**config.mk**
```make
export PLATFORM = sky130hd
export DESIGN_NAME = sliding_window_trend_stats_top
export DESIGN_NICKNAME = d
export VERILOG_FILES = /design/src/rtl/swts_pkg.sv /design/src/rtl/sliding_window_trend_stats_top.sv
export SDC_FILE = /design/constraint.sdc
export NUM_CORES = 2
export LEC_CHECK = 0
export ABC_CLOCK_PERIOD_IN_PS = 9800
export BUFFER_PORTS_ARGS = -buffer_cell sky130_fd_sc_hd__buf_2
export CORE_ASPECT_RATIO = 1.4
export CORE_MARGIN = 4
export CORE_UTILIZATION = 40
export CTS_BUF_LIST = sky130_fd_sc_hd__clkbuf_4
export DETAILED_ROUTE_END_ITERATION = 8
export MAX_ROUTING_LAYER = met4
export SYNTH_ARGS = -nofsm -noshare
export SYNTH_HDL_FRONTEND = slang
export SYNTH_SLANG_ARGS = --single-unit
export TNS_END_PERCENT = 5
```
**constraint.sdc**
```tcl
create_clock -name clk -period 9.8 [get_ports clk]
set_input_delay 0.98 -clock clk [delete_from_list [all_inputs] [get_ports clk]]
set_output_delay 0.98 -clock clk [all_outputs]
set_load 0.01 [all_outputs]
```
**src/rtl/swts_pkg.sv**
```systemverilog
// Package for the sliding window trend statistics block.
// Holds widths, limits and the sequencer state type; no dependencies.
package swts_pkg;
  localparam int WindowMaxDef = 64;
  localparam int SampleW      = 8;
  localparam int CountW       = 7;
  localparam int CfgReset     = 10;
  localparam int PredHorizon  = 60;
  localparam int PredMax      = 110;
  localparam int SlopeMin     = -65536;
  localparam int SlopeMax     = 65535;

  typedef enum logic [2:0] {
    ST_IDLE,
    ST_WALK,
    ST_MULD,
    ST_DIV,
    ST_OUT
  } state_t;
endpackage

```
**src/rtl/sliding_window_trend_stats_top.sv**
```systemverilog
// Sliding window trend statistics: one sample in, one result out.
// After each input transfer it walks the n stored samples, does a setup step, then runs
// three serial divisions (average, slope, prediction) and outputs; n is the fill count after the push.
// Input is accepted only while idle and no result is held, so a sample waits while a result is held.
// Synchronous active-low reset clears head, count and control state and sets the window length
// to CfgReset; the sample memory is not cleared.
module sliding_window_trend_stats_top #(
  parameter int WINDOW_MAX = swts_pkg::WindowMaxDef
) (
  input  logic        clk,
  input  logic        rst_n,
  input  logic        in_valid,
  output logic        in_ready,
  input  logic [7:0]  in_sample_temp,
  output logic        out_valid,
  input  logic        out_ready,
  output logic [6:0]  out_fill_count,
  output logic        out_stats_valid,
  output logic [15:0] out_avg_q8,
  output logic [7:0]  out_min_temp,
  output logic [7:0]  out_max_temp,
  output logic signed [16:0] out_slope_q8,
  output logic [15:0] out_pred_q8,
  input  logic        cfg_we,
  input  logic [6:0]  cfg_wdata
);
  localparam int AW = (WINDOW_MAX > 1) ? $clog2(WINDOW_MAX) : 1;
  localparam int NW = $clog2(WINDOW_MAX + 1);
  localparam int DW = 64;
  localparam int DCW = 7;

  localparam logic [1:0] DIV_AVG    = 2'd0;
  localparam logic [1:0] DIV_SLOPE  = 2'd1;
  localparam logic [1:0] DIV_PRED   = 2'd2;
  localparam logic [1:0] CLAMP_NONE = 2'd0;
  localparam logic [1:0] CLAMP_LOW  = 2'd1;
  localparam logic [1:0] CLAMP_HIGH = 2'd2;

  logic [7:0] mem [WINDOW_MAX];
  logic [7:0] rd_data_r;

  swts_pkg::state_t state_r, state_nxt;
  logic [6:0]  wlen_r;
  logic [AW-1:0] head_r, head_nxt;
  logic [NW-1:0] count_r, count_nxt;
  logic [NW-1:0] n_r;
  logic [AW-1:0] rd_addr_r;
  logic [NW:0]   idx_r;      // read issue index
  logic [NW:0]   acc_i_r;    // accumulate index (one behind)
  logic          acc_en_r;
  logic [7:0]    last_r, mn_r, mx_r;
  logic [23:0]   sum_r;
  logic signed [31:0] t_r;
  logic signed [DW-1:0] d_r;
  logic [2*NW-1:0] nsq_r;
  logic [3*NW-1:0] dpoly_r;  // n*(n*n-1)
  logic [1:0]    div_sel_r;
  logic [DW-1:0] quo_r, rem_r, dnum_r;
  logic [DCW-1:0] dcnt_r;
  logic          dneg_r;
  logic [15:0]   avg_r, pred_r;
  logic signed [16:0] slope_r;
  logic [1:0]    pclamp_r;
  logic signed [DW-1:0] pnum_r;

  logic [NW-1:0] eff;
  always_comb begin
    if (wlen_r < 7'd2) eff = NW'(2);
    else if (32'(wlen_r) > WINDOW_MAX) eff = NW'(WINDOW_MAX);
    else eff = NW'(wlen_r);
  end

  logic in_xfer;
  assign in_ready = (state_r == swts_pkg::ST_IDLE) && !out_valid;
  assign in_xfer  = in_valid && in_ready;

  always_ff @(posedge clk) begin
    if (in_xfer) mem[head_r] <= in_sample_temp;
    rd_data_r <= mem[rd_addr_r];
  end

  // division: numerator magnitude dnum_r over 2*d (divisor 2d, numerator 2|x|+d)
  logic [DW-1:0] den2, rem_sh, rem_try;
  assign den2    = DW'(d_r) << 1;
  assign rem_sh  = {rem_r[DW-2:0], dnum_r[DW-1]};
  assign rem_try = rem_sh - den2;

  logic signed [DW-1:0] tq;   // t*6*256
  logic signed [DW-1:0] tp;   // 60*6*256*t
  assign tq = DW'(t_r) * 64'sd1536;
  assign tp = DW'(t_r) * 64'sd92160;

  logic [3*NW+7:0] lastd;
  assign lastd = (3*NW+8)'(last_r) * (3*NW+8)'(dpoly_r);

  logic signed [DW-1:0] qs;
  assign qs = dneg_r ? -$signed(quo_r) : $signed(quo_r);

  always_comb begin
    state_nxt = state_r;
    head_nxt  = head_r;
    count_nxt = count_r;
    unique case (state_r)
      swts_pkg::ST_IDLE: if (in_xfer) begin
        state_nxt = swts_pkg::ST_WALK;
        head_nxt  = (32'(head_r) == WINDOW_MAX - 1) ? '0 : head_r + AW'(1);
        count_nxt = ((NW+1)'(count_r) + (NW+1)'(1) > (NW+1)'(eff)) ? eff
                                                                    : count_r + NW'(1);
      end
      swts_pkg::ST_WALK: if (acc_en_r && acc_i_r == (NW+1)'(n_r) - 1'b1 && idx_r >= (NW+1)'(n_r))
        state_nxt = swts_pkg::ST_MULD;
      swts_pkg::ST_MULD: state_nxt = swts_pkg::ST_DIV;
      swts_pkg::ST_DIV: if (dcnt_r == '0 && div_sel_r == DIV_PRED) state_nxt = swts_pkg::ST_OUT;
      swts_pkg::ST_OUT: state_nxt = swts_pkg::ST_IDLE;
      default: state_nxt = swts_pkg::ST_IDLE;
    endcase
  end

  always_ff @(posedge clk) begin
    if (!rst_n) begin
      state_r <= swts_pkg::ST_IDLE;
      wlen_r  <= 7'(swts_pkg::CfgReset);
      head_r  <= '0;
      count_r <= '0;
      out_valid <= 1'b0;
      acc_en_r <= 1'b0;
    end else begin
      state_r <= state_nxt;
      head_r  <= head_nxt;
      count_r <= count_nxt;
      if (cfg_we) wlen_r <= cfg_wdata;
      if (out_valid && out_ready) out_valid <= 1'b0;
      if (state_r == swts_pkg::ST_OUT) out_valid <= 1'b1;
      acc_en_r <= (state_r == swts_pkg::ST_WALK) && (idx_r < (NW+1)'(n_r));
    end
  end

  logic [AW:0] start_w;
  assign start_w = (AW+1)'(head_nxt) + (AW+1)'(WINDOW_MAX) - (AW+1)'(count_nxt);

  always_ff @(posedge clk) begin
    unique case (state_r)
      // hold the finished result until the next transfer
      swts_pkg::ST_IDLE: if (in_xfer) begin
        n_r    <= count_nxt;
        last_r <= in_sample_temp;
        rd_addr_r <= (32'(start_w) >= WINDOW_MAX) ? AW'(start_w - (AW+1)'(WINDOW_MAX))
                                                 : AW'(start_w);
        idx_r  <= '0;
        acc_i_r <= '0;
        mn_r <= 8'hff; mx_r <= 8'h00; sum_r <= '0; t_r <= '0;
      end
      swts_pkg::ST_WALK: begin
        if (idx_r < (NW+1)'(n_r)) begin
          idx_r <= idx_r + 1'b1;
          rd_addr_r <= (32'(rd_addr_r) == WINDOW_MAX - 1) ? '0 : rd_addr_r + AW'(1);
        end
        if (acc_en_r) begin
          if (rd_data_r < mn_r) mn_r <= rd_data_r;
          if (rd_data_r > mx_r) mx_r <= rd_data_r;
          sum_r <= sum_r + 24'(rd_data_r);
          t_r <= t_r + (32'(acc_i_r) * 2 - 32'(n_r) + 1) * $signed({24'd0, rd_data_r});
          acc_i_r <= acc_i_r + 1'b1;
        end
        // n*(n*n-1) settles during the walk, through nsq_r and then dpoly_r
        nsq_r   <= (2*NW)'(n_r) * (2*NW)'(n_r);
        dpoly_r <= (3*NW)'(n_r) * (3*NW)'(nsq_r - 1'b1);
        // first division: average, divisor n
        d_r <= DW'(n_r);
        dnum_r <= DW'({sum_r, 8'd0}) * 2;
      end
      swts_pkg::ST_MULD: begin
        dnum_r <= DW'({sum_r, 9'd0}) + DW'(n_r);
        quo_r <= '0; rem_r <= '0; dcnt_r <= DCW'(DW); dneg_r <= 1'b0;
        div_sel_r <= DIV_AVG;
        pnum_r <= $signed(DW'({lastd, 8'd0})) + tp;
      end
      swts_pkg::ST_DIV: begin
        if (dcnt_r != '0) begin
          dnum_r <= dnum_r << 1;
          if (!rem_try[DW-1]) begin
            rem_r <= rem_try; quo_r <= {quo_r[DW-2:0], 1'b1};
          end else begin
            rem_r <= rem_sh;  quo_r <= {quo_r[DW-2:0], 1'b0};
          end
          dcnt_r <= dcnt_r - 1'b1;
        end else begin
          unique case (div_sel_r)
            DIV_AVG: begin
              avg_r <= quo_r[15:0];
              d_r <= DW'(dpoly_r);
              div_sel_r <= DIV_SLOPE;
              dneg_r <= tq[DW-1];
              dnum_r <= 2 * DW'(tq[DW-1] ? -tq : tq) + DW'(dpoly_r);
              quo_r <= '0; rem_r <= '0; dcnt_r <= DCW'(DW);
            end
            DIV_SLOPE: begin
              if (qs < 64'(swts_pkg::SlopeMin)) slope_r <= 17'(swts_pkg::SlopeMin);
              else if (qs > 64'(swts_pkg::SlopeMax)) slope_r <= 17'(swts_pkg::SlopeMax);
              else slope_r <= qs[16:0];
              div_sel_r <= DIV_PRED;
              dneg_r <= 1'b0;
              if (pnum_r < 0) pclamp_r <= CLAMP_LOW;
              else if (pnum_r > 64'sd28160 * d_r) pclamp_r <= CLAMP_HIGH;
              else pclamp_r <= CLAMP_NONE;
              dnum_r <= 2 * DW'(pnum_r < 0 ? 64'sd0 : pnum_r) + DW'(d_r);
              quo_r <= '0; rem_r <= '0; dcnt_r <= DCW'(DW);
            end
            default: begin
              if (n_r < NW'(2)) pred_r <= {last_r, 8'd0};
              else if (pclamp_r == CLAMP_LOW) pred_r <= '0;
              else if (pclamp_r == CLAMP_HIGH) pred_r <= 16'(swts_pkg::PredMax * 256);
              else pred_r <= quo_r[15:0];
              if (n_r < NW'(2)) slope_r <= '0;
            end
          endcase
        end
      end
      default: ;
    endcase
  end

  assign out_fill_count  = 7'(n_r);
  assign out_stats_valid = (n_r >= NW'(2));
  assign out_avg_q8      = avg_r;
  assign out_min_temp    = mn_r;
  assign out_max_temp    = mx_r;
  assign out_slope_q8    = slope_r;
  assign out_pred_q8     = pred_r;

  a_no_accept_busy: assert property (@(posedge clk) disable iff (!rst_n)
    state_r != swts_pkg::ST_IDLE |-> !in_ready) else $error("accept while busy");
  a_fill_range: assert property (@(posedge clk) disable iff (!rst_n)
    out_valid |-> (out_fill_count >= 7'd1 && 32'(out_fill_count) <= WINDOW_MAX))
    else $error("fill count out of range");
  a_pred_clamp: assert property (@(posedge clk) disable iff (!rst_n)
    (out_valid && out_stats_valid) |-> out_pred_q8 <= 16'd28160) else $error("pred clamp");
endmodule

```
======== Yosys cells after proc, flatten, opt, wreduce, memory -nomap -nowiden ========
Memory sizes are Yosys's and may differ from the RTL's. A register that Yosys moved wholly into a read port is not among the register bits.
Cells that the tools add are included.
W data, S select, Z words.
storage, ports and cells
  word-level logic and storage cells ...... 207
  memories ................................ 1
  bits in writable memories ............... 512
  bits in registers ....................... 536
memory list
  name  depth  width  read ports  clocked after Yosys merged registers in  write ports  line                                  source
  mem   64     8      1           1                                        1            sliding_window_trend_stats_top.sv:39  logic [7:0] mem [WINDOW_MAX];
operators by class
  order comparisons ....................... 14
  muxes and demuxes ....................... 72
  $mul .................................... 7
  $add $sub $neg .......................... 23
  reductions and logical operators ........ 34
  equal/unequal tests ..................... 23
  bitwise operators ....................... 3
operators with widths
  kind                     number
  $mux W64                 6
  $pmux W64 S2             3
  $mux W63                 4
  $pmux W64 S3             1
  $pmux W63 S2             1
  $add A64 B21 Y64         1
  $add A64 B64 Y64         1
  $gt A51 B64 Y1           1
  $gt A64 B17 Y1 const B   1
  $lt A64 B17 Y1 const B   1
  $mul A7 B64 Y55 const A  1
  $mux W32                 2
  $mux W8                  8
  $neg A64 Y64             1
  $pmux W32 S2             1
  $pmux W8 S2              4
  $sub A64 B64 Y64         1
  $neg A44 Y63             1
  $add A38 B50 Y51         1
  $lt A51 B1 Y1 const B    1
  $mux W17                 3
  $mux W7                  7
  $mux W16                 3
  $mux W24                 2
  other kinds (66)         120

======== Longest topological paths before layout ========
  depth in word-level cells ............... 12
  depth in mapped cells ................... 48
  depth with buffers taken out ............ 47

======== Worst setup path before layout ========
No wires, ideal clock.
  path type ............................... flip-flop to flip-flop
  start ................................... reg n_r[0] (netlist: out_fill_count[0])
  end ..................................... reg t_r[28] (data pin)
  cell stages (with the launch flop) ...... 39
  data required time ...................... 9534 ps
  period minus slack after synthesis ...... 9775 ps
  path buffers ............................ 2
  data arrival time ....................... 9509 ps
  setup slack ............................. 25 ps
  setup time .............................. 266 ps
  path through ............................ edfxtp_1 clkbuf_1 inv_1 clkbuf_1 fa_1 a21o_1 a21oi_1 o21bai_1 a21oi_1 o21ai_0 xor2_1 nor2_1 nor3_1 nand2_1 fa_1 inv_1 fa_1 fa_1 [... 3 more ...] ha_1 a21oi_1 nor2b_1 o21a_1 o41ai_1 o2111ai_1 a21oi_1 xnor2_1 ha_1 nor3_1 a2111oi_0 o21a_1 o21a_1 o41a_1 a21o_1 a21oi_1 xor2_1 nor2_1
between the ends
  word-level cells in the longest chain between the ends .. 6
RTL lines
  element                 line                                   source
  from (decl)             sliding_window_trend_stats_top.sv:46   logic [NW-1:0] n_r;
  from (signal assigned)  sliding_window_trend_stats_top.sv:145  n_r <= count_nxt;
  $sub A9 B7 Y10          sliding_window_trend_stats_top.sv:162  t_r <= t_r + (32'(acc_i_r) * 2 - 32'(n_r) + 1) * $signed({24'd0, rd_data_r});
  $add A10 B2 Y11         sliding_window_trend_stats_top.sv:162
  $mul A11 B9 Y20         sliding_window_trend_stats_top.sv:162
  $add A32 B32 Y32        sliding_window_trend_stats_top.sv:162
  $mux W32                sliding_window_trend_stats_top.sv:158  if (acc_en_r) begin
  $pmux W32 S2            sliding_window_trend_stats_top.sv:142  unique case (state_r)
  to (signal assigned)    sliding_window_trend_stats_top.sv:162
  to (decl)               sliding_window_trend_stats_top.sv:53   logic signed [31:0] t_r;
Every way passes these cells. The select of a mux whose other input is x is not followed.
A chain may end at the register's enable or synchronous reset.

======== Final worst setup path ========
  start ................................... reg acc_i_r[0]
  end ..................................... reg t_r[28] (data pin)
between the ends
  word-level cells in the longest chain between the ends .. 6
RTL lines
  element                 line                                   source
  from (decl)             sliding_window_trend_stats_top.sv:49   logic [NW:0] acc_i_r;
  from (signal assigned)  sliding_window_trend_stats_top.sv:163  acc_i_r <= acc_i_r + 1'b1;
  $sub A9 B7 Y10          sliding_window_trend_stats_top.sv:162
  $add A10 B2 Y11         sliding_window_trend_stats_top.sv:162
  $mul A11 B9 Y20         sliding_window_trend_stats_top.sv:162
  $add A32 B32 Y32        sliding_window_trend_stats_top.sv:162
  $mux W32                sliding_window_trend_stats_top.sv:158
  $pmux W32 S2            sliding_window_trend_stats_top.sv:142
Every way passes these cells. The select of a mux whose other input is x is not followed.

==> impl_metrics.toml <==
[clocking]
clk_transition_reported_paths_ns = 0.07
cts_max_level = 5
clkLatencyLatePin_ns = 1.29
cts_tree = "built"
clockBufferDepth = 4
clock_sinks = 1004
ctsRootBufferMaster = "clkbuf_4"
cts_made_buffers = 277

[final_layout]
multi_input_comb_area_um2 = 39800
regArea_um2 = 29800
final_area_um2 = 80300
nets = 8084
final_util = 0.441
area_growth_pct = 9.36
fillers = 17400
drive_above_1_share = 0.111

[detailed_routing]
routed_wirelength_um = 191000
vias_per_cell = 5.36
vias = 52300
drt.antenna.violating_nets = 0
wl_per_cell_um = 19.6
initialDrtViolationCount = 3341
firstDrtPassIters = 6
post-route-drc-count = 0

[sta]
worst_slack_ns = 0.633
hold_violations = 0
clock_skew_ns = 0.128
tightest_slew_ns = 1.16
timing.fmax_ghz = 0.109
finalSetupViolCount = 0
post-route-period-util = 0.935
slew_violations = 0
slew_headroom = 0.228
period_minus_slack_ns = 9.17

[min_path]
hp-start = "cfg_we"
hold_path_class = "input pin to register"

[setup_path]
startpoint = "acc_i_r[0]"
r2r_cells = 42
critical_path_class = "register to register"
reg2reg_slack_ns = 0.63
slowest_stage = "fa_1"
critPathLaunchType = "register"
reg2reg_to = "t_r[28]"
endpoint_kind = "register"
worstPathArrival_ns = 10.10
cp_max_fo = 4
cp_slowest_stage_delay_ns = 0.54
cp.required_ns = 10.74
r2r-start = "acc_i_r[0]"
cp-endpoint = "t_r[28]"

[logic_synthesis]
synth_cells = 6917
ys.flop_type = "edfxtp_1"
ys_seq_elements = 1004
synth_simple_gate_area_frac = 0.135
synth_edf_count = 971
synth-compound-area-share = 0.102
syn-num-nets = 7880
yosysMostFrequentCell = "edfxtp_1"
synthAdderAreaFrac = 0.202
postSynthAreaPerCell_um2 = 10.6
netlist_area_um2 = 73400
synth_top_family_by_area = "adder cells"
synth-async-reset-ratio = 0
yosys_warnings = 0
yosysTopAreaCellShare = 0.397
yosysTopAreaCell = "edfxtp_1"
yosys-mux-area-fraction = 0.0433
synth_commonest_cells = "971 x edfxtp_1, 752 x inv_1, 563 x nand2_1"
ys_seq_area_frac = 0.406
synth_cell_types = 100
synthTopCellsByArea = "edfxtp_1 40%, fa_1 11%, ha_1 9.3%"
synth_xor_area_frac = 0.0585

[placement]
post-place-ws_ns = 0.259
post-dp-hpwl_um = 140000
port_buffers = 94
dpl_cell_area_um2 = 76600
gp_congestion = 0.876

[floorplanning]
die_w_um = 370
core-area_um2 = 182000
rows = 185
start_util = 0.403
ios = 95
die_h_um = 515
die-area_um2 = 191000

[grt]
grt_pass1_vias = 54700
track_usage = 0.207
grt_start_max_net_pins = 123
antenna_found_initial = 3
grt_pass1_wl_um = 303000
overflow = 0

[run]
cap_violations = 0

[run_status]
status = "finished clean"
cell usage in the layout (no fill, tap or decap), types with 123 or more instances in the layout:
cell type / n
a21oi_1: 365
and2_1: 155
clkbuf_4: 389
edfxtp_1: 971
fa_1: 399
ha_1: 544
inv_1: 751
nand2_1: 559
nand3_1: 123
nor2_1: 540
o21ai_0: 289
xnor2_1: 304
xor2_1: 181
registers in the layout, summed over array words and instances, names as in the netlist, 13 cells and up:
name,count
d_r,21
dnum_r,64
dpoly_r,21
mem,512
nsq_r,13
out_avg_q8,16
out_pred_q8,16
out_slope_q8,17
pnum_r,43
quo_r,64
rem_r,63
sum_r,24
t_r,32
stage by stage:
step	setup TNS [ns]	std cells	hold WS [ns]
after detailed placement	0	9251	0.489
after floorplan	0	6917	0.443
final	0	9748	0.203
after global placement	0	9251	0.476
after CTS	0	9735	0.0168
after global routing	-0.00959	9745	0.104
layout make-up:
class                      count  share of cell area
multi-input combinational   4878               0.496
sequential                  1004               0.371
inverter                     757              0.0354
antenna                        7            0.000218
clock inverter                79             0.00553
tap                         2431              0.0379
clock buffer                 389              0.0364
timing repair buffer         203              0.0167
kinds of logic (layout without fill, tap and decap cells):
kind of cell    count (synthesis)  in the layout
mux                           223            223
fa+ha+maj                     943            943
other cells                     0              7
buf+inv                      1035           1428
simple gates                 2025           2025
xor+xnor                      490            490
flops                        1004           1004
compound gates               1197           1197
layer usage:
layer,track usage,vias up,wire [um]
met5,-,-,0
met4,0.0849,0,7490
met3,0.0305,387,8570
met2,0.366,1281,98800
met1,0.236,25800,76600
li1,-,24800,-
worst min-delay path by stage:
stage | endpoint | slack (ns) | depth (start not counted)
after floorplan | out_avg_q8[0] | 0.44 | 0
after global placement | out_avg_q8[0] | 0.48 | 0
after detailed placement | wlen_r[1] | 0.49 | 2
after CTS | wlen_r[6] | 0.02 | 3
after global routing | wlen_r[6] | 0.10 | 3
final | wlen_r[6] | 0.20 | 3
what timing repair did:
item / in CTS / in global routing
resized for setup: 0 / 21
endpoints found under the setup margin: 0 / 8
hold buffers: 16 / 0
buffers inserted: 0 / 6
hold endpoints to repair: 11 / 0
worst max-delay path, delay by kind of cell, from the launching register on:
kind,cells,cell delay [ns]
flops,1,0.44
buf+inv,2,0.12
fa+ha+maj,7,2.95
simple gates,8,0.99
compound gates,21,3.59
xor+xnor,4,0.78
Power is not shown: default switching activity piles up to over one toggle a cycle in this logic, so the estimate is an artifact.
